<file path="src/hdl/dcms_pkg.sv">
// Shared types and constants for the distance cluster block.
package dcms_pkg;

  // Configuration register indexes
  localparam logic [1:0] REG_BOX_LENGTH = 2'd0;
  localparam logic [1:0] REG_DIMENSIONS = 2'd1;
  localparam logic [1:0] REG_CUTOFF     = 2'd2;

  localparam int unsigned CfgW = 16;

  typedef enum logic [2:0] {
    ST_IDLE,
    ST_SEED,
    ST_PICK,
    ST_FEED,
    ST_WAIT,
    ST_STEP,
    ST_DIVIDE,
    ST_DONE
  } state_e;

  // Per-cell status bits
  typedef struct packed {
    logic valid;
    logic visited;
    logic frontier;
  } flags_t;

  // Control broadcast to the cell row
  typedef struct packed {
    logic shift;      // take neighbor contents
    logic clear;      // drop all entries
    logic set_mark;   // mark visited and frontier
    logic clr_front;  // clear frontier
  } cell_ctl_t;

endpackage

</file>
<file path="src/hdl/dcms_div.sv">
// Restoring divider, one quotient bit per cycle.
module dcms_div #(
  parameter int unsigned NumW = 9,
  parameter int unsigned DenW = 9
) (
  input  logic            clk_i,
  input  logic            rst_ni,
  input  logic            start_i,
  input  logic [NumW-1:0] num_i,
  input  logic [DenW-1:0] den_i,
  output logic            done_o,
  output logic [NumW-1:0] quo_o
);
  import dcms_pkg::*;

  localparam int unsigned CntW = $clog2(NumW + 1);

  logic            busy_q, done_q;
  logic [CntW-1:0] cnt_q;
  logic [DenW:0]   rem_q, sh, sub;
  logic [NumW-1:0] quo_q;
  logic [DenW-1:0] den_q;
  logic            ge;

  assign sh  = {rem_q[DenW-1:0], quo_q[NumW-1]};
  assign ge  = sh >= {1'b0, den_q};
  assign sub = sh - {1'b0, den_q};

  always_ff @(posedge clk_i or negedge rst_ni) begin
    if (!rst_ni) begin
      busy_q <= 1'b0;
      done_q <= 1'b0;
      cnt_q  <= '0;
    end else begin
      done_q <= 1'b0;
      if (start_i) begin
        busy_q <= 1'b1;
        cnt_q  <= '0;
      end else if (busy_q) begin
        cnt_q <= cnt_q + 1'b1;
        if (cnt_q == CntW'(NumW - 1)) begin
          busy_q <= 1'b0;
          done_q <= 1'b1;
        end
      end
    end
  end

  always_ff @(posedge clk_i) begin
    if (start_i) begin
      rem_q <= '0;
      quo_q <= num_i;
      den_q <= den_i;
    end else if (busy_q) begin
      rem_q <= ge ? sub : sh;
      quo_q <= {quo_q[NumW-2:0], ge};
    end
  end

  assign done_o = done_q;
  assign quo_o  = quo_q;

endmodule

</file>
<file path="config.mk">
export PLATFORM = sky130hd
export DESIGN_NAME = dcms_div
export DESIGN_NICKNAME = d
export VERILOG_FILES = /design/src/hdl/dcms_pkg.sv /design/src/hdl/dcms_div.sv
export SDC_FILE = /design/constraint.sdc
export NUM_CORES = 1
export LEC_CHECK = 0
export BUFFER_PORTS_ARGS = -buffer_cell sky130_fd_sc_hd__buf_2
export CAP_MARGIN = 20
export CORE_ASPECT_RATIO = 2
export CORE_MARGIN = 5
export CORE_UTILIZATION = 59
export DETAILED_ROUTE_END_ITERATION = 7
export PLACE_DENSITY = 0.83
export SLEW_MARGIN = 20
export SYNTH_ARGS = -nofsm -noshare
export SYNTH_HDL_FRONTEND = slang
export SYNTH_SLANG_ARGS = --single-unit
</file>
<file path="constraint.sdc">
create_clock -name clk_i -period 5.2 [get_ports clk_i]
set_input_delay 0.26 -clock clk_i [delete_from_list [all_inputs] [get_ports clk_i]]
set_output_delay 0.26 -clock clk_i [all_outputs]
set_load 0.02 [all_outputs]
</file>
==> flow_summary.json <==
{
  "crit_path_end_kind": "flop",
  "die_w_um": 49.1,
  "rows": 28,
  "vdd.ir_drop.worst_mv": 0.320,
  "cp_max_fo": 14,
  "regArea_um2": 871,
  "initial_core_util_pct": 61.1,
  "synth-seq-cells": 33,
  "drtAntennaViolNets": 0,
  "worstPathArrival_ns": 2.86,
  "fin_cells": 218,
  "pin_count": 31,
  "start_kind": "flop",
  "grt_max_degree": 37,
  "antenna_found_initial": 0,
  "synthCells": 157,
  "insertion_delay_ns": 0.28,
  "synth-seq-area-share_pct": 48.4,
  "dr.pass1.iters": 4,
  "timing.fmax_mhz": 354,
  "slowest_delay_ns": 0.64,
  "crit_slowest_cell": "a211oi_4",
  "stdcell_area_um2": 2090,
  "r2r_cells": 9,
  "htreeDepth": 2,
  "clkTransAtPathRegs_ns": 0.07,
  "crit_type": "flop to flop",
  "startpoint": "quo_o[8]",
  "area_growth_pct": 15.9,
  "worstReg2RegStart": "quo_o[8]",
  "finClkSkew_ns": 0.00413,
  "cts_buffers": 5,
  "fin_nets": 220,
  "drt-initial-drc-count": 41,
  "status": "completed",
  "setup_tns_ns": 0,
  "wl_met3_um": 154,
  "grt_usage_pct": 18.1,
  "fin_crit_sh_pct": 54.4,
  "vias_per_cell": 5.93,
  "finalCriticalPeriod_ns": 2.83,
  "root_buffer": "clkbuf_8",
  "clockBufferDepth": 2,
  "tightest_slew_ns": 0.855,
  "p_leak_nw": 0.977,
  "final_cell_mix": "buf_2, edfxtp_1, nor2_1, inv_1, ha_1",
  "n_antenna_cell": 0,
  "synth_nets": 190,
  "cts_resized": 0,
  "portBuffers": 30,
  "final_common_cell": "buf_2",
  "relSlewSlack_pct": 43.0,
  "slew_violations": 0,
  "place_inst": 209,
  "rsz0062_at_grt": "no",
  "power_density_nw_per_um2": 487,
  "fill_cells": 220,
  "core_um2": 2940,
  "hold_viol": 0,
  "multi_input_area_um2": 831,
  "place_area_um2": 1940,
  "cts_setup_buffers": 0,
  "hold_start": "den_i[1]",
  "die_y_um": 88.1,
  "cts_tree": "done",
  "hp-class": "input port to flop",
  "die_area_um2": 4320,
  "wl_per_cell_um": 16.0,
  "routed_wl_mm": 3.48,
  "final-setup-viol-count": 0,
  "maxCapViolCount": 0,
  "wl_met2_mm": 2.09,
  "first_global_vias": 1382,
  "grt_pass1_wl_mm": 6.13,
  "drt-met1-wl_mm": 1.14,
  "drive_gt1_share_pct": 31.9,
  "yosysWarnings": 0,
  "critPathRequiredTime_ns": 5.23,
  "synth_cell_types": 43,
  "min_path_cells": 1,
  "via_count": 1293,
  "cpMostUsedCell": "inv_1",
  "grt-ovfl-total": 0,
  "syn_area_um2": 1800,
  "drc": 0,
  "cts.sinks": 33,
  "top_layer_used": "met4",
  "crit_chain": "inv_1, ha_1, inv_1, fa_1, a211oi_2, o31ai_2, a211oi_4, inv_1, mux2_2",
  "holdWs_ns": 0.148,
  "detailed_place_hpwl_mm": 2.61,
  "gp_congestion": 0.798,
  "syn_avg_cell_area_um2": 11.5,
  "utilization_pct": 70.9
}
-- worst max-delay path, delay by kind of cell, from the launching register on --
family                     cells  cell delay [ns]
DFF                            1             0.40
muxes                          1             0.28
adders and majority gates      2             0.58
buffers and inverters          3             0.27
AOI/OAI and AO/OA              3             1.05
-- routing by layer --
metal | global-route usage, % | vias to the layer above
li1 | - | 623
met1 | 16.6 | 622
met2 | 36.4 | 37
met3 | 4.09 | 11
met4 | 7.84 | 0
met5 | 0 | -
-- path summary, 6_finish.rpt --
check / end / slack (ns)
max: quo_o[0] / 2.37
max in group asynchronous: busy_q / 4.74
min: den_q[1] / 0.15
min in group asynchronous: cnt_q[0] / 0.32
max reg2reg: quo_o[0] / 2.37
min reg2reg: rem_q[6] / 0.52
-- flip-flops by register name (all words and copies together) (netlist names) --
| register | cells |
|---|---|
| quo_o | 9 |
| done_o | 1 |
| cnt_q | 4 |
| rem_q | 9 |
| busy_q | 1 |
| den_q | 9 |
-- what timing repair did --
item | 4_1_cts | 5_1_grt
endpoints found under the setup margin | 0 | 0
hold endpoints to repair | 6 | 0
hold buffers | 1 | 0
-- Yosys cell counts, drive strengths merged --
library cell  number  area share [%]
a211o              2             1.0
a211oi             6             3.5
a21o               4             1.7
a21oi              3            0.83
a311o              1            0.63
a311oi             2            0.97
a31o               1            0.49
a31oi              1            0.35
and2b              1            0.49
and3               1            0.42
and3b              1            0.56
buf                2             1.3
clkbuf             6             1.3
dfrtp              6             8.3
dfxtp              9              10
edfxtp            18              30
fa                 1             1.1
ha                11             7.6
inv               14             2.9
mux2               9             5.6
mux2i              5             2.8
nand2              5             1.0
nand2b             2            0.70
nand3              1            0.28
nand3b             1            0.42
nand4              3             1.0
nand4b             2            0.97
nor2              15             3.1
nor2b              1            0.35
nor3               2            0.56
nor3b              1            0.42
o2111ai            1            0.49
o21ai              2            0.56
o311ai             2            0.97
o31ai              2             1.1
or2                2            0.70
or3b               2            0.97
xnor2              4             1.9
xor2               5             2.4
-- power breakdown --
group          internal (W)  total (W)  switching [W]  leakage, nW
Sequential         0.000327   0.000363      0.0000363        0.335
Combinational      0.000169   0.000369       0.000200        0.575
Clock              0.000190   0.000283      0.0000924       0.0681
-- area by class of cell --
type	instances	area share [%]
Multi-Input combinational cell	102	39.8
Timing Repair Buffer	31	7.68
Tap cell	30	1.80
Clock inverter	3	3.12
Inverter	14	2.52
Sequential cell	33	41.8
Clock buffer	5	3.30
-- cell families (layout without fill, tap and decap cells) --
| family | Yosys count | count (layout) | synth area share, % |
|---|---|---|---|
| adders and majority gates | 12 | 12 | 8.76 |
| buffers and inverters | 22 | 53 | 5.42 |
| muxes | 14 | 14 | 8.41 |
| and+or+nand+nor | 40 | 40 | 12.0 |
| xor gates and xnor gates | 9 | 9 | 4.38 |
| AOI/OAI and AO/OA | 27 | 27 | 12.6 |
| DFF | 33 | 33 | 48.4 |
-- through the flow --
stage | total power, W | setup slack, ns
detailed placement | 0.000732 | 2.39
finish | 0.00101 | 2.37
CTS | 0.00102 | 2.38
floorplan | 0.000664 | 2.60
global placement | 0.000713 | 2.45
global route | 0.00108 | 2.15
Note: power is estimated with default switching activity, not from simulation.
