==> src/hdl/dcms_pkg.sv <==
// Shared types and constants for the distance cluster block.
package dcms_pkg;

  // Configuration register indexes
  localparam logic [1:0] REG_BOX_LENGTH = 2'd0;
  localparam logic [1:0] REG_DIMENSIONS = 2'd1;
  localparam logic [1:0] REG_CUTOFF     = 2'd2;

  localparam int unsigned CfgW = 16;

  typedef enum logic [2:0] {
    ST_IDLE,
    ST_SEED,
    ST_PICK,
    ST_FEED,
    ST_WAIT,
    ST_STEP,
    ST_DIVIDE,
    ST_DONE
  } state_e;

  // Per-cell status bits
  typedef struct packed {
    logic valid;
    logic visited;
    logic frontier;
  } flags_t;

  // Control broadcast to the cell row
  typedef struct packed {
    logic shift;      // take neighbor contents
    logic clear;      // drop all entries
    logic set_mark;   // mark visited and frontier
    logic clr_front;  // clear frontier
  } cell_ctl_t;

endpackage

==> src/hdl/dcms_dist.sv <==
// Four-stage minimum-image distance test against the squared cutoff.
module dcms_dist #(
  parameter int unsigned CoordBits = 16
) (
  input  logic                   clk_i,
  input  logic                   rst_ni,
  input  logic                   valid_i,
  input  logic [3*CoordBits-1:0] probe_i,
  input  logic [3*CoordBits-1:0] elem_i,
  input  logic [1:0]             dims_i,
  input  logic [15:0]            box_i,
  input  logic [31:0]            lim_i,
  output logic                   valid_o,
  output logic                   link_o
);
  import dcms_pkg::*;

  localparam int unsigned DifW = CoordBits + 1;
  localparam int unsigned DW   = ((CoordBits > 16) ? CoordBits : 16) + 3;

  logic [3:0]                   vld_q;
  logic signed [DifW-1:0]       dif_q [3];
  logic [15:0]                  mag_q [3];
  logic [2:0]                   far_d, far_q1, far_q2;
  logic [31:0]                  sq_q [3];
  logic [2:0]                   en;
  logic [33:0]                  sum;
  logic                         link_q;

  assign en = {dims_i > 2'd2, dims_i > 2'd1, dims_i > 2'd0};

  for (genvar a = 0; a < 3; a++) begin : g_ax
    logic signed [CoordBits-1:0] pa, ea;
    logic signed [DW-1:0]        d, d2, boxs, dw, mabs;

    assign pa   = probe_i[a*CoordBits +: CoordBits];
    assign ea   = elem_i[a*CoordBits +: CoordBits];
    assign d    = DW'(dif_q[a]);
    assign d2   = d <<< 1;
    assign boxs = signed'(DW'(box_i));

    always_comb begin
      if (d2 > boxs) begin
        dw = d - boxs;
      end else if (d2 < -boxs) begin
        dw = d + boxs;
      end else begin
        dw = d;
      end
      mabs = (dw < 0) ? -dw : dw;
    end

    assign far_d[a] = en[a] && (mabs[DW-1:16] != '0);

    always_ff @(posedge clk_i) begin
      dif_q[a] <= DifW'(pa) - DifW'(ea);
      mag_q[a] <= en[a] ? mabs[15:0] : 16'd0;
      sq_q[a]  <= mag_q[a] * mag_q[a];
    end
  end

  always_ff @(posedge clk_i) begin
    far_q1 <= far_d;
    far_q2 <= far_q1;
  end

  assign sum = 34'(sq_q[0]) + 34'(sq_q[1]) + 34'(sq_q[2]);

  always_ff @(posedge clk_i) begin
    link_q <= (far_q2 == 3'b000) && (sum < 34'(lim_i));
  end

  always_ff @(posedge clk_i or negedge rst_ni) begin
    if (!rst_ni) begin
      vld_q <= '0;
    end else begin
      vld_q <= {vld_q[2:0], valid_i};
    end
  end

  assign valid_o = vld_q[3];
  assign link_o  = link_q;

endmodule

==> config.mk <==
export PLATFORM = sky130hd
export DESIGN_NAME = dcms_dist
export DESIGN_NICKNAME = d
export VERILOG_FILES = /design/src/hdl/dcms_pkg.sv /design/src/hdl/dcms_dist.sv
export SDC_FILE = /design/constraint.sdc
export NUM_CORES = 2
export LEC_CHECK = 0
export ABC_AREA = 1
export BUFFER_PORTS_ARGS = -buffer_cell sky130_fd_sc_hd__buf_2
export CORE_ASPECT_RATIO = 0.9
export CORE_MARGIN = 2
export CORE_UTILIZATION = 65
export CTS_BUF_LIST = sky130_fd_sc_hd__clkbuf_4 sky130_fd_sc_hd__clkbuf_8
export DETAILED_ROUTE_END_ITERATION = 16
export PLACE_DENSITY = 0.92
export SLEW_MARGIN = 20
export SYNTH_ARGS = -nofsm -noshare
export SYNTH_HDL_FRONTEND = slang
export SYNTH_SLANG_ARGS = --single-unit
==> constraint.sdc <==
create_clock -name clk_i -period 7.2 [get_ports clk_i]
set_input_delay 0.72 -clock clk_i [delete_from_list [all_inputs] [get_ports clk_i]]
set_output_delay 0.72 -clock clk_i [all_outputs]
set_load 0.05 [all_outputs]
==> results_dict.tcl <==
set metrics [dict create \
    whs_ns 0.209 \
    drv_cap 0 \
    cts.path.max_buffers 3 \
    synth.yosys.warnings 0 \
    vias 36600 \
    count_of_filler_cells_inserted_in_the_layout 5076 \
    detail_route.first_pass.iterations 10 \
    fraction_of_the_yosys_area_taken_by_sequential_cells 0.0972 \
    synth-async-reset-ratio 0.0197 \
    via_per_inst 5.54 \
    grt_setup_unrepaired "no" \
    synthCells 5662 \
    fmaxAchievable_ghz 0.155 \
    postCtsSetupRepairBufs 0 \
    timing.reg2reg.setup_slack_ns 0.75 \
    fp.dieArea_um2 66700 \
    holdPathEnd "vld_q[0]" \
    yosys_register_bits 203 \
    ioPinCount 151 \
    syn2layout_area_growth_pct 4.86 \
    utilization 0.689 \
    clockRootBuffer "clkbuf_8" \
    post-dp-hpwl_mm 90.6 \
    post_route_clock_period_utilization 0.896 \
    post_cts_resized 0 \
    finish.net_count 7011 \
    register_area_um2 4080 \
    wl_cell_um 16.5 \
    antenna_found_initial 1 \
    clk_latency_ns 0.62 \
    tightestPinTransition_ns 0.936 \
    finalInstanceArea_um2 44100 \
    multi_input_gate_area_in_the_final_layout_um2 32300 \
    layout-drive-gt1-share 0.0588 \
    clock-sinks 203 \
    global_route.overflow_total 0 \
    grt_first_pass_wirelength_mm 179 \
    post_dp_cell_area_um2 43300 \
    drt_first_iter_violations 2804 \
    setup_viol 0 \
    area_of_the_core_um2 64000 \
    ys_dominant_reg_cell "dfxtp_1" \
    worstHoldStart "valid_i" \
    drt.antenna.violating_nets 0 \
    routability_congestion_estimate 1.02 \
    synthDistinctLibCells 61 \
    status "finished, final reports clean" \
    crit_arrival_ns 6.98 \
    place.port_buffers 150 \
    setup.worst_path.class "register to register" \
    mean_instance_size_in_the_synthesized_netlist_um2 7.42 \
    initial_cell_density_of_the_core 0.657 \
    worstSetupEndpointType "register" \
    required_ns 7.73 \
    vias_in_the_first_global_route 37300 \
    cts_buffers 39 \
    report.final.slew_viol_count 0 \
    placementRows 88 \
    largest_net_degree_at_the_start_of_global_routing 35 \
    setup_total_negative_slack_ns 0 \
    worstPathMaxFanout 16 \
    gr-usage-all-layers 0.331 \
    remaining_drc_errors 0 \
    min_period_ns 6.45 \
    htree_levels 2 \
    worst_r2r_startpoint "mag_q[0][35]" \
    synth_edf_count 0 \
    timing.slew.headroom 0.370 \
    die_ht_um 245 \
    die_width_um 272 \
    tritoncts_clock_tree "yes" \
    hold_viol 0 \
    clock_skew_ns 0.0423 \
    syn-cell-area_um2 42000 \
    wirelength_mm 109 \
    post_cts_hold_buffer_count 1 \
    hold_path_class "input port to register" \
    crit_path_start_kind "register" \
    clkSlewWorstSetupHoldPaths_ns 0.06 \
    regToRegEndpoint "sq_q[0][92]" \
    worst_r2r_path_depth 20 \
    min_path_cells 1 \
]
## final cells by class
type,count,share of cell area
multi-input combinational,3998,0.734
sequential,203,0.0927
antenna,1,0.0000568
clock inverter,13,0.00182
clock buffer,54,0.0157
tap,855,0.0243
timing repair buffer,165,0.0197
inverter,1311,0.112
## cell usage after synthesis (8+ instances only)
master	n	area (um2)
nand3_2	15	150
a21boi_0	15	113
a21o_1	29	218
or2_2	23	144
clkbuf_1	115	432
buf_2	24	120
o21ai_0	159	796
nor3_1	31	155
nand4_1	50	313
ha_1	614	7680
inv_2	10	37.5
xnor2_1	73	639
nor2_2	15	93.8
nand2_2	13	81.3
o211ai_1	8	60.1
a31oi_1	26	163
xor2_1	164	1440
o21a_1	17	128
nand3b_1	8	60.1
nand3_1	237	1190
o21bai_1	19	143
nor4_1	10	62.6
nand2_1	1187	4460
inv_1	1300	4880
a21oi_1	321	1610
fa_1	530	10600
o21ai_1	11	55.1
dfxtp_1	199	3980
nor2_1	347	1300
## kinds of logic (layout without fill, tap and decap cells)
kind of cell,Yosys count,after routing,synth area share
flops,203,203,0.0972
xor+xnor,237,237,0.0494
buf+inv,1462,1543,0.133
fa+ha+maj,1144,1144,0.435
other cells,2,4,0.000179
simple gates,1960,1960,0.196
compound gates,654,654,0.0886
## how the worst max path moves through the flow
| stage | endpoint | depth (start not counted) | slack [ns] | startpoint |
|---|---|---|---|---|
| after floorplan | sq_q[0][92] | 22 | 1.33 | mag_q[0][34] |
| after global routing | sq_q[0][92] | 22 | 0.33 | mag_q[0][34] |
| after detailed placement | sq_q[0][92] | 24 | 0.79 | mag_q[0][40] |
| final | sq_q[0][92] | 20 | 0.75 | mag_q[0][35] |
| after CTS | sq_q[0][92] | 24 | 0.78 | mag_q[0][40] |
| after global placement | sq_q[0][92] | 24 | 1.05 | mag_q[0][40] |
## critical path: stages, from the launching register on
cell and delay [ns]:
dfxtp_1 0.71, nand2_1 0.17, fa_1 0.55, fa_1 0.55
inv_1 0.05, fa_1 0.47, fa_1 0.53, fa_1 0.51
inv_1 0.06, fa_1 0.50, inv_1 0.07, ha_1 0.35
nand2_1 0.09, nor2_1 0.17, nand4_1 0.10, o211ai_1 0.30
a21boi_0 0.20, o21ai_0 0.30, a21oi_1 0.16, o31ai_1 0.27
xor2_1 0.21
## cells in the final DEF, fill, tap and decap left out, drive strengths merged, types with 4 or more instances in the layout
master   synthesis  layout
o21bai          19      19
nand2         1204    1204
dfxtp          199     199
o221ai           6       6
o211ai           9       9
o21ai          175     175
xor2           164     164
a21boi          18      18
o2111ai          4       4
nor2           364     364
ha             614     614
clkbuf         115      54
a31o             4       4
a21o            30      30
o31ai            4       4
xnor2           73      73
a211oi           5       5
a21oi          328     328
nor3            31      31
nand3b           9       9
inv           1311    1312
dfrtp            4       4
nor4            10      10
a31oi           26      26
buf             36     164
nand4           50      50
clkinv           0       9
o21a            17      17
or2             29      29
fa             530     530
nand3          256     256
## state kept, by name (all words and copies together), names as in the netlist
signal / flops
dif_q: 51
far_q1: 3
far_q2: 3
link_o: 1
mag_q: 48
sq_q: 93
vld_q: 4
## through the flow
step,setup WS [ns],cells
2_1_floorplan,1.33,5663
3_3_place_gp,1.05,6531
3_5_place_dp,0.794,6531
4_1_cts,0.785,6599
5_1_grt,0.334,6599
6_report,0.748,6600
## routing by layer
layer | vias up | track usage | part of all wire
met3 | 373 | 0.0455 | 0.082
li1 | 17500 | - | -
met5 | - | 0 | 0
met2 | 1697 | 0.558 | 0.46
met4 | 0 | 0.176 | 0.058
met1 | 17000 | 0.415 | 0.40
Power is left out: the tool's default activity adds up to more than one toggle a clock period on the data nets, which glitch-free logic cannot reach.
