**config.mk**
```make
export PLATFORM = sky130hd
export DESIGN_NAME = dcms_cell
export DESIGN_NICKNAME = d
export VERILOG_FILES = /design/src/hdl/dcms_pkg.sv /design/src/hdl/dcms_cell.sv
export SDC_FILE = /design/constraint.sdc
export NUM_CORES = 1
export LEC_CHECK = 0
export BUFFER_PORTS_ARGS = -buffer_cell sky130_fd_sc_hd__clkbuf_2
export CELL_PAD_IN_SITES_DETAIL_PLACEMENT = 1
export CELL_PAD_IN_SITES_GLOBAL_PLACEMENT = 1
export CORE_ASPECT_RATIO = 0.8
export CORE_UTILIZATION = 33
export CTS_BUF_LIST = sky130_fd_sc_hd__clkbuf_4
export CTS_CLUSTER_SIZE = 40
export DETAILED_ROUTE_END_ITERATION = 8
export GPL_ROUTABILITY_DRIVEN = 0
export GPL_TIMING_DRIVEN = 0
export PLACE_DENSITY = 0.78
export SKIP_CTS_REPAIR_TIMING = 1
export SLEW_MARGIN = 20
export SYNTH_ARGS = -nofsm -noshare
export SYNTH_HDL_FRONTEND = slang
export SYNTH_SLANG_ARGS = --single-unit
```
**constraint.sdc**
```tcl
create_clock -name clk_i -period 0.8 [get_ports clk_i]
set_input_delay 0.2 -clock clk_i [delete_from_list [all_inputs] [get_ports clk_i]]
set_output_delay 0.2 -clock clk_i [all_outputs]
set_load 0.01 [all_outputs]
```
**src/hdl/dcms_pkg.sv**
```systemverilog
// Shared types and constants for the distance cluster block.
package dcms_pkg;

  // Configuration register indexes
  localparam logic [1:0] REG_BOX_LENGTH = 2'd0;
  localparam logic [1:0] REG_DIMENSIONS = 2'd1;
  localparam logic [1:0] REG_CUTOFF     = 2'd2;

  localparam int unsigned CfgW = 16;

  typedef enum logic [2:0] {
    ST_IDLE,
    ST_SEED,
    ST_PICK,
    ST_FEED,
    ST_WAIT,
    ST_STEP,
    ST_DIVIDE,
    ST_DONE
  } state_e;

  // Per-cell status bits
  typedef struct packed {
    logic valid;
    logic visited;
    logic frontier;
  } flags_t;

  // Control broadcast to the cell row
  typedef struct packed {
    logic shift;      // take neighbor contents
    logic clear;      // drop all entries
    logic set_mark;   // mark visited and frontier
    logic clr_front;  // clear frontier
  } cell_ctl_t;

endpackage

```
**src/hdl/dcms_cell.sv**
```systemverilog
// One particle cell of the rotating row.
module dcms_cell #(
  parameter int unsigned CoordW = 48
) (
  input  logic               clk_i,
  input  logic               rst_ni,
  input  dcms_pkg::cell_ctl_t ctl_i,
  input  logic [CoordW-1:0]  crd_i,
  input  dcms_pkg::flags_t   flg_i,
  output logic [CoordW-1:0]  crd_o,
  output dcms_pkg::flags_t   flg_o
);
  import dcms_pkg::*;

  logic [CoordW-1:0] crd_q;
  flags_t            flg_q;

  always_ff @(posedge clk_i or negedge rst_ni) begin
    if (!rst_ni) begin
      flg_q <= '0;
    end else if (ctl_i.clear) begin
      flg_q <= '0;
    end else if (ctl_i.shift) begin
      flg_q <= flg_i;
    end else begin
      if (ctl_i.set_mark) begin
        flg_q.visited  <= 1'b1;
        flg_q.frontier <= 1'b1;
      end
      if (ctl_i.clr_front) begin
        flg_q.frontier <= 1'b0;
      end
    end
  end

  always_ff @(posedge clk_i) begin
    if (ctl_i.shift) begin
      crd_q <= crd_i;
    end
  end

  assign crd_o = crd_q;
  assign flg_o = flg_q;

endmodule

```
==> impl_metrics.json, run 1 <==
{
  "path_cells": "clkbuf_2",
  "wl_per_cell_um": 18.5,
  "grt_pass1_wl_mm": 5.15,
  "die_w_um": 79.0,
  "post_drt_via_cell_ratio": 4.42,
  "synth_compound_area_share_pct": 0.640,
  "fin_worst_skew_ns": 0,
  "tns_ns": -16.49,
  "antenna_found_initial": 0,
  "cts_max_level": 2,
  "cellPowerDensity_nw_per_um2": 2030,
  "worst_hold_path_type": "in -> reg",
  "die_y_um": 63.6,
  "tightest_slew_ns": 0.480,
  "syn_nets": 117,
  "dp_hpwl_mm": 2.64,
  "path_delay_family": "flip-flops",
  "hold_viol": 0,
  "r2r_slack_ns": -0.03,
  "wirelength_mm": 5.15,
  "met1_usage_pct": 13.8,
  "fmax_mhz": 846,
  "grt_max_degree": 54,
  "muxShareOfSynthArea_pct": 0.640,
  "drv_slew": 0,
  "grt.busiest_layer": "met2",
  "synth_area_per_cell_um2": 26.1,
  "cts_tree": "yes",
  "rsz0062_at_grt": "yes",
  "hold_depth": 1,
  "violations": "setup timing",
  "fin_cells": 279,
  "fin_nets": 275,
  "use_met3_pct": 7.39,
  "cts.sinks": 51,
  "synth_fa_ha_area_share_pct": 0,
  "vias": 1232,
  "cts_buffers": 5,
  "cpPeakStageDelay_ns": 0.44,
  "r2r_start": "flg_o[1]",
  "die_area_um2": 5020,
  "arrival_ns": 0.98,
  "critPathLaunchType": "register",
  "yosysSeqAreaShare_pct": 97.0,
  "dp_cells": 227,
  "yosysUniqueCellTypes": 9,
  "clock_latency_ns": 0.38,
  "synth-simple-area-share_pct": 1.76,
  "timing.slew.headroom_pct": 68.0,
  "ios": 108,
  "core_um2": 4570,
  "dr.pass1.iters": 6,
  "seq_area_um2": 1520,
  "whs_endpoint": "crd_o[31]",
  "synth_area_um2": 1560,
  "grt_overflow": 0,
  "yosysWarningCount": 0,
  "drc": 0,
  "period_share_pct": 148,
  "p_leak_nw": 1.20,
  "grt_usage_pct": 14.3,
  "ant_nets": 0,
  "multiInputGateArea_um2": 47.5,
  "setup_viol_count_final": 52,
  "status": "complete, but fails checks",
  "mostFrequentLayoutCells": "106 x clkbuf_2, 48 x edfxtp_1, 44 x dlygate4sd3_1",
  "n_antenna_cell": 0,
  "period_minus_slack_ns": 1.18,
  "start_util_pct": 34.2,
  "synth_top_family_by_area": "simple AND/OR/NAND/NOR gates",
  "critPathSlowestCell": "edfxtp_1",
  "drive_gt1_share_pct": 52.5,
  "drt-initial-drc-count": 56,
  "final_common_cell": "clkbuf_2",
  "ir_drop_mv": 1.35,
  "setup_ws_ns": -0.382,
  "clock_tree.buffer_depth": 2,
  "crit_type": "reg -> out",
  "r2r_end": "flg_o[1]",
  "cp_max_fo": 1,
  "r2r_cells": 2,
  "rows": 22,
  "grt_pass1_vias": 1110,
  "fill_cells": 475,
  "clk_pin_slew_ns": 0.16,
  "port-buffer-count": 107,
  "path_buf_inv": 1,
  "syn-instance-count": 60,
  "endpoint_kind": "primary output",
  "cts_root_buf": "clkbuf_4",
  "holdCritStartpoint": "crd_i[31]",
  "drv_cap": 0,
  "synth_xor_area_share_pct": 0,
  "ys_ff_latch": 51,
  "use_met2_pct": 25.4,
  "worstPathRequired_ns": 0.60,
  "syn_to_final_growth_pct": 73.0
}
[cells in the mapped netlist]
cell type,number,area [um2]
dfrtp_1,3,75.1
mux2i_1,1,10.0
nor2b_1,1,6.26
nor2_1,2,7.51
o21ai_0,1,5.00
a21oi_1,1,5.00
edfxtp_1,48,1440
nand2_1,1,3.75
nor3_1,2,10.0
[worst max path at each step]
stage,slack (ns),cells past startpoint,end,startpoint
6_report,-0.38,1,crd_o[17],crd_o[17]
5_1_grt,-0.44,1,crd_o[17],crd_o[17]
4_1_cts,-0.41,3,flg_o[2],ctl_i[3]
3_5_place_dp,-0.83,3,flg_o[2],ctl_i[3]
3_3_place_gp,-0.71,3,flg_o[2],ctl_i[3]
2_1_floorplan,0.08,2,flg_o[0],flg_o[0]
[through the flow]
stage / cell area [um2] / total power [mW] / util, % / hold WS [ns] / worst slack (ns)
after floorplan: 1560 / 3.39 / - / -0.0956 / 0.0755
after global placement: 2170 / 3.75 / 47.6 / -0.00498 / -0.707
after detailed placement: 2170 / 3.80 / 47.6 / -0.0000949 / -0.826
after CTS: 2260 / 5.29 / 49.4 / -0.421 / -0.409
after global routing: 2710 / 5.70 / 59.2 / -0.00562 / -0.439
final: 2710 / 5.50 / 59.2 / 0.0188 / -0.382
[area by class of cell]
class / count / area share, %
Sequential cell: 51 / 56.1
Multi-Input combinational cell: 9 / 1.76
Clock buffer: 6 / 1.67
Timing Repair Buffer: 151 / 36.3
Tap cell: 60 / 2.78
Clock inverter: 2 / 1.43
[power by group]
group          switching, mW  internal [mW]  total [mW]
Sequential            0.0803           3.15        3.23
Clock                  0.853          0.706        1.56
Combinational          0.340          0.374       0.714
Total                   1.27           4.23        5.50
[metal layers]
layer / wire (um) / part of all wire (%)
met1: 1820 / 35
met2: 2770 / 54
met3: 452 / 8.8
met4: 110 / 2.1
met5: 0 / 0
[registers in the layout, indices dropped and copies added, names as in the netlist]
| signal | cells |
|---|---|
| flg_o | 3 |
| crd_o | 48 |
[logic make-up after synthesis]
group	count (synthesis)
multiplexers	1
AO/OA/AOI/OAI	2
AND/OR/NAND/NOR	6
flip-flops	51
Power figures use the tool's default switching activity.
==> run 2, diff against run 1 <==
- ABC_AREA: default -> 1
==> run 2 against run 1 <==
  * The run ends with hold timing, setup timing left
  * Final cell count down 1.4%
  * Combinational power down 6.2%
  * Die area up 1.1%
  * Worst hold slack worse by 0.033 ns
  * Register-to-register slack about the same
  * Cell area down 3.3%
  * Flip-flop and latch count unchanged
  * Synthesized cell count up 10%
  * Worst setup slack better by 0.021 ns
  * First-iteration DRC count down 34%
  * Global-route usage up 0.57 points
  * Largest cell class unchanged
  * Highest routed layer unchanged
==> impl_metrics.json, run 2 <==
{
  "status": "complete, but fails checks",
  "violations": "hold timing, setup timing",
  "antenna_found_initial": 0,
  "cts_tree": "yes",
  "hold_viol": 2,
  "drv_cap": 0,
  "async_reset_ff_share_pct": 5.88,
  "die_w_um": 79.4,
  "synth_area_per_cell_um2": 24.0,
  "path_buf_inv": 1,
  "syn-instance-count": 66,
  "synth_top_cell_area_share_pct": 91.1,
  "period_share_pct": 145,
  "placed_area_um2": 2190,
  "largest_register_ffs": 48,
  "synth_area_um2": 1580,
  "synthTopCellsByArea": "edfxtp_1 91%, dfrtp_1 4.7%, nand3_1 1.3%",
  "worstPathRequired_ns": 0.60,
  "rows": 22,
  "crit_type": "reg -> out",
  "grt_overflow": 0,
  "yosysWarningCount": 0,
  "syn_to_final_growth_pct": 65.3,
  "synth_top_area_cell": "edfxtp_1",
  "cts_buffers": 5,
  "drc": 0,
  "die_area_um2": 5080,
  "wirelength_mm": 4.51,
  "grt_usage_pct": 14.9,
  "tns_ns": -15.56,
  "fin_nets": 271,
  "yosysUniqueCellTypes": 7,
  "timing.slew.headroom_pct": 69.1,
  "wl_per_cell_um": 16.4,
  "mostFrequentLayoutCells": "105 x clkbuf_2, 48 x edfxtp_1, 32 x dlygate4sd3_1",
  "grt_pass1_vias": 1031,
  "cellPowerDensity_nw_per_um2": 2050,
  "cpPeakStageDelay_ns": 0.43,
  "ir_drop_mv": 1.01,
  "critPathLaunchType": "register",
  "fmax_mhz": 861,
  "syn_nets": 123,
  "core_um2": 4600,
  "stdcell_area_um2": 2620,
  "start_util_pct": 34.4,
  "path_cells": "clkbuf_2",
  "post_drt_via_cell_ratio": 4.26,
  "dp_cells": 233,
  "setup_viol_count_final": 52,
  "critPathSlowestCell": "edfxtp_1",
  "drive_gt1_share_pct": 54.9,
  "yosysSeqAreaShare_pct": 95.9,
  "ys_ff_latch": 51,
  "setup_ws_ns": -0.361,
  "clock_tree.buffer_depth": 2,
  "fin_worst_skew_ns": 0,
  "synth-edff-count": 48,
  "fin_cells": 275,
  "pre_cts_ws_ns": -0.826,
  "cp_max_fo": 1,
  "dp_hpwl_mm": 2.90,
  "worst_hold_path_type": "in -> reg",
  "n_antenna_cell": 0,
  "cts.sinks": 51,
  "die_y_um": 63.9,
  "drv_slew": 0,
  "grt_max_degree": 53,
  "dr.pass1.iters": 4,
  "ios": 108,
  "cts_root_buf": "clkbuf_4",
  "hold_slack_ns": -0.0141,
  "ys.flop_type": "edfxtp_1",
  "grt_pass1_wl_mm": 5.40,
  "tightest_slew_ns": 0.463,
  "path_delay_family": "flip-flops",
  "fill_cells": 468,
  "synth_most_common_cell": "edfxtp_1",
  "cts_max_level": 2,
  "clk_pin_slew_ns": 0.16,
  "endpoint_kind": "primary output",
  "vias": 1172,
  "final_common_cell": "clkbuf_2",
  "drt-initial-drc-count": 37,
  "rsz0062_at_grt": "yes",
  "synth_commonest_cells": "48 x edfxtp_1, 5 x nand2_1, 4 x inv_1, 4 x nand3_1, 3 x dfrtp_1",
  "port-buffer-count": 107,
  "arrival_ns": 0.96,
  "ant_nets": 0,
  "period_minus_slack_ns": 1.16,
  "p_leak_nw": 1.19,
  "clock_latency_ns": 0.36
}
## run 2: cell count changes after synthesis, sizes merged, moves of 2 or more
cell   delta
inv       +4
nand2     +4
nand3     +4
nor3      -2
## run 2: layout make-up
cell class | count | area, um2 | share of cell area, %
clock buffer | 5 | 37.5 | 1.44
tap | 60 | 75.1 | 2.87
timing repair buffer | 141 | 877 | 33.5
clock inverter | 3 | 43.8 | 1.67
multi-input combinational | 11 | 50.0 | 1.91
inverter | 4 | 15.0 | 0.574
sequential | 51 | 1520 | 58.0
## run 2: metrics by stage
step                utilization (%)  hold WS, ns  power [mW]
detailed placement             47.7      0.00435        3.80
global placement               47.7     -0.00487        3.76
global route                   56.9      -0.0264        5.54
finish                         56.9      -0.0141        5.37
CTS                            49.5       -0.403        5.24
floorplan                         -      -0.0956        3.40
## run 2: path summary, 6_finish.rpt
check	from	end	cells past startpoint	slack, ns
worst max-delay path	crd_o[14]	crd_o[14]	1	-0.36
worst min-delay path	crd_i[38]	crd_o[38]	1	-0.01
worst max register to register	flg_o[0]	flg_o[0]	5	-0.04
worst min register to register	flg_o[1]	flg_o[1]	2	0.54
max in group asynchronous	rst_ni	flg_o[2]	2	0.54
min in group asynchronous	rst_ni	flg_o[0]	2	0.15
## run 2: metal layers
layer,wire length (um),global-route usage [%],up-vias,part of all wire [%]
li1,-,-,547,-
met1,1680,16.0,559,37
met2,2410,26.3,59,53
met3,346,5.29,7,7.7
met4,72,6.59,0,1.6
met5,0,0,-,0
## run 2: power by group
group / switching [mW] / leakage, nW / total [mW] / internal [mW]
logic: 0.327 / 0.638 / 0.670 / 0.342
registers: 0.0699 / 0.509 / 3.22 / 3.15
clock network: 0.820 / 0.0452 / 1.48 / 0.659
## run 2: cells by family (layout without fill, tap and decap cells)
kind of cell | count (synthesis) | count (layout) | synth area share [%]
buf+inv | 4 | 153 | 0.949
compound gates | 1 | 1 | 0.316
simple gates | 10 | 10 | 2.85
flops | 51 | 51 | 95.9
==> run 3, diff against run 2 <==
- CORE_UTILIZATION: 33 -> 35
- PLACE_DENSITY: 0.78 -> 0.82
- SKIP_CTS_REPAIR_TIMING: 1 -> default
- clock period: 0.8 -> 1.45 ns (I/O delays scaled with it)
==> run 3 against run 2 <==
  * The flow now finishes without violations
  * Critical path type unchanged
  * Via count fell by 10%
  * First-iteration DRC count grew 120%
  * Critical endpoint is now crd_o[19]
  * Count of clock-buffer cells in the layout did not move
  * Sequential share of layout area is 9.2 points higher
  * Wire length down 12%
  * Core utilization decreased by 3.8 points
  * Final cell count shrank 13%
==> impl_metrics.json, run 3 (synthesis results as in run 2) <==
{
  "status": "finished clean",
  "r2r_cells": 4,
  "dr.pass1.iters": 6,
  "period_minus_slack_ns": 1.29,
  "antenna_found_initial": 0,
  "grt_max_degree": 53,
  "internal_power_mw": 2.05,
  "drc": 0,
  "worstPathRequired_ns": 1.09,
  "core_um2": 4260,
  "endpoint_kind": "primary output",
  "largest_register_ffs": 48,
  "die_y_um": 62.1,
  "rows": 21,
  "hold_depth": 1,
  "drv_slew": 0,
  "path_buf_inv": 1,
  "cp_max_fo": 1,
  "ir_drop_mv": 0.637,
  "cellPowerDensity_nw_per_um2": 1190,
  "r2r_start": "flg_o[0]",
  "crit_type": "reg -> out",
  "grt_usage_pct": 17.0,
  "fin_cells": 239,
  "start_util_pct": 37.2,
  "grt_pass1_wl_mm": 5.87,
  "setup_viol_count_final": 0,
  "worst_hold_path_type": "in -> reg",
  "timing.slew.headroom_pct": 58.6,
  "sequentialPowerShare_pct": 66.2,
  "clock_latency_ns": 0.35,
  "cts.sinks": 51,
  "grt_overflow": 0,
  "dp_cells": 230,
  "cts_buffers": 5,
  "n_antenna_cell": 0,
  "critPathSlowestCell": "edfxtp_1",
  "clk_pin_slew_ns": 0.15,
  "arrival_ns": 0.93,
  "path_delay_family": "flip-flops",
  "r2r_slack_ns": 0.71,
  "stdcell_area_um2": 2260,
  "fin_worst_skew_ns": 0,
  "grt_pass1_vias": 1069,
  "die_w_um": 77.2,
  "mostFrequentLayoutCells": "106 x clkbuf_2, 48 x edfxtp_1, 5 x nand2_1, 5 x clkbuf_4",
  "pre_cts_ws_ns": -0.309,
  "drt-initial-drc-count": 83,
  "final_common_cell": "clkbuf_2",
  "fmax_mhz": 774,
  "p_comb_share_pct": 10.9,
  "ant_nets": 0,
  "cts_max_level": 2,
  "fill_cells": 453,
  "p_leak_nw": 1.04,
  "cpPeakStageDelay_ns": 0.43,
  "port-buffer-count": 107,
  "cts_tree": "yes",
  "setup_ws_ns": 0.158,
  "r2r_end": "flg_o[0]",
  "wirelength_mm": 3.99,
  "holdCritStartpoint": "crd_i[22]",
  "post_drt_via_cell_ratio": 4.40,
  "wl_per_cell_um": 16.7,
  "critPathLaunchType": "register",
  "hold_viol": 0,
  "vias": 1051,
  "cts_root_buf": "clkbuf_4",
  "whs_endpoint": "crd_o[22]",
  "dp_hpwl_mm": 3.20,
  "tightest_slew_ns": 0.620,
  "syn_to_final_growth_pct": 42.8,
  "die_area_um2": 4790,
  "p_switching_mw": 0.628,
  "ios": 108,
  "drv_cap": 0,
  "fin_nets": 238,
  "path_cells": "clkbuf_2",
  "rsz0062_at_grt": "no",
  "placed_area_um2": 2190,
  "sw_frac_of_total_pct": 23.4,
  "p_clk_share_pct": 23.0,
  "clock_tree.buffer_depth": 2,
  "period_share_pct": 89.1,
  "drive_gt1_share_pct": 63.2
}
[run 3: worst max path at each step]
stage	end	cells past startpoint	start
6_report	crd_o[19]	1	crd_o[19]
2_1_floorplan	crd_o[0]	0	crd_o[0]
3_3_place_gp	flg_o[1]	4	ctl_i[3]
3_5_place_dp	flg_o[0]	4	ctl_i[3]
4_1_cts	flg_o[0]	4	ctl_i[3]
5_1_grt	crd_o[33]	1	crd_o[33]
[run 3: metrics by stage]
step                TNS, ns  hold WS [ns]  utilization (%)  power, mW
floorplan                 0        0.0669                -       1.87
global placement      -8.23         0.158             51.4       2.08
detailed placement   -12.39         0.169             51.4       2.11
CTS                       0         0.153             53.0       2.71
global route              0         0.140             53.1       2.79
finish                    0         0.171             53.1       2.68
[run 3: timing repair]
item | in CTS | in global routing
buffers inserted | 0 | 0
hold buffers | 1 | 0
setup endpoints to repair | 0 | 0
hold endpoints to repair | 3 | 0
gates resized for setup | 0 | 0
[run 3: cell type report]
| type | count | area [um2] | share of cell area, % |
|---|---|---|---|
| inverter | 4 | 15.0 | 0.665 |
| timing repair buffer | 108 | 548 | 24.3 |
| clock inverter | 3 | 20.0 | 0.886 |
| multi-input combinational | 11 | 50.0 | 2.22 |
| tap | 57 | 71.3 | 3.16 |
| clock buffer | 5 | 37.5 | 1.66 |
| sequential | 51 | 1520 | 67.1 |
[run 3: power by group through the flow]
stage,combinational (mW),clock (mW),sequential [mW]
after floorplan,0.00963,0,1.86
after global placement,0.278,0,1.80
after detailed placement,0.294,0,1.81
after CTS,0.297,0.640,1.78
after global routing,0.314,0.694,1.78
final,0.291,0.616,1.78
[run 3: metal layers]
| metal | routed length (um) | global-route usage (%) | vias to the layer above |
|---|---|---|---|
| li1 | - | - | 479 |
| met5 | 0 | 0 | - |
| met4 | 62 | 5.19 | 0 |
| met3 | 289 | 6.32 | 7 |
| met2 | 1990 | 28.5 | 58 |
| met1 | 1640 | 20.2 | 507 |
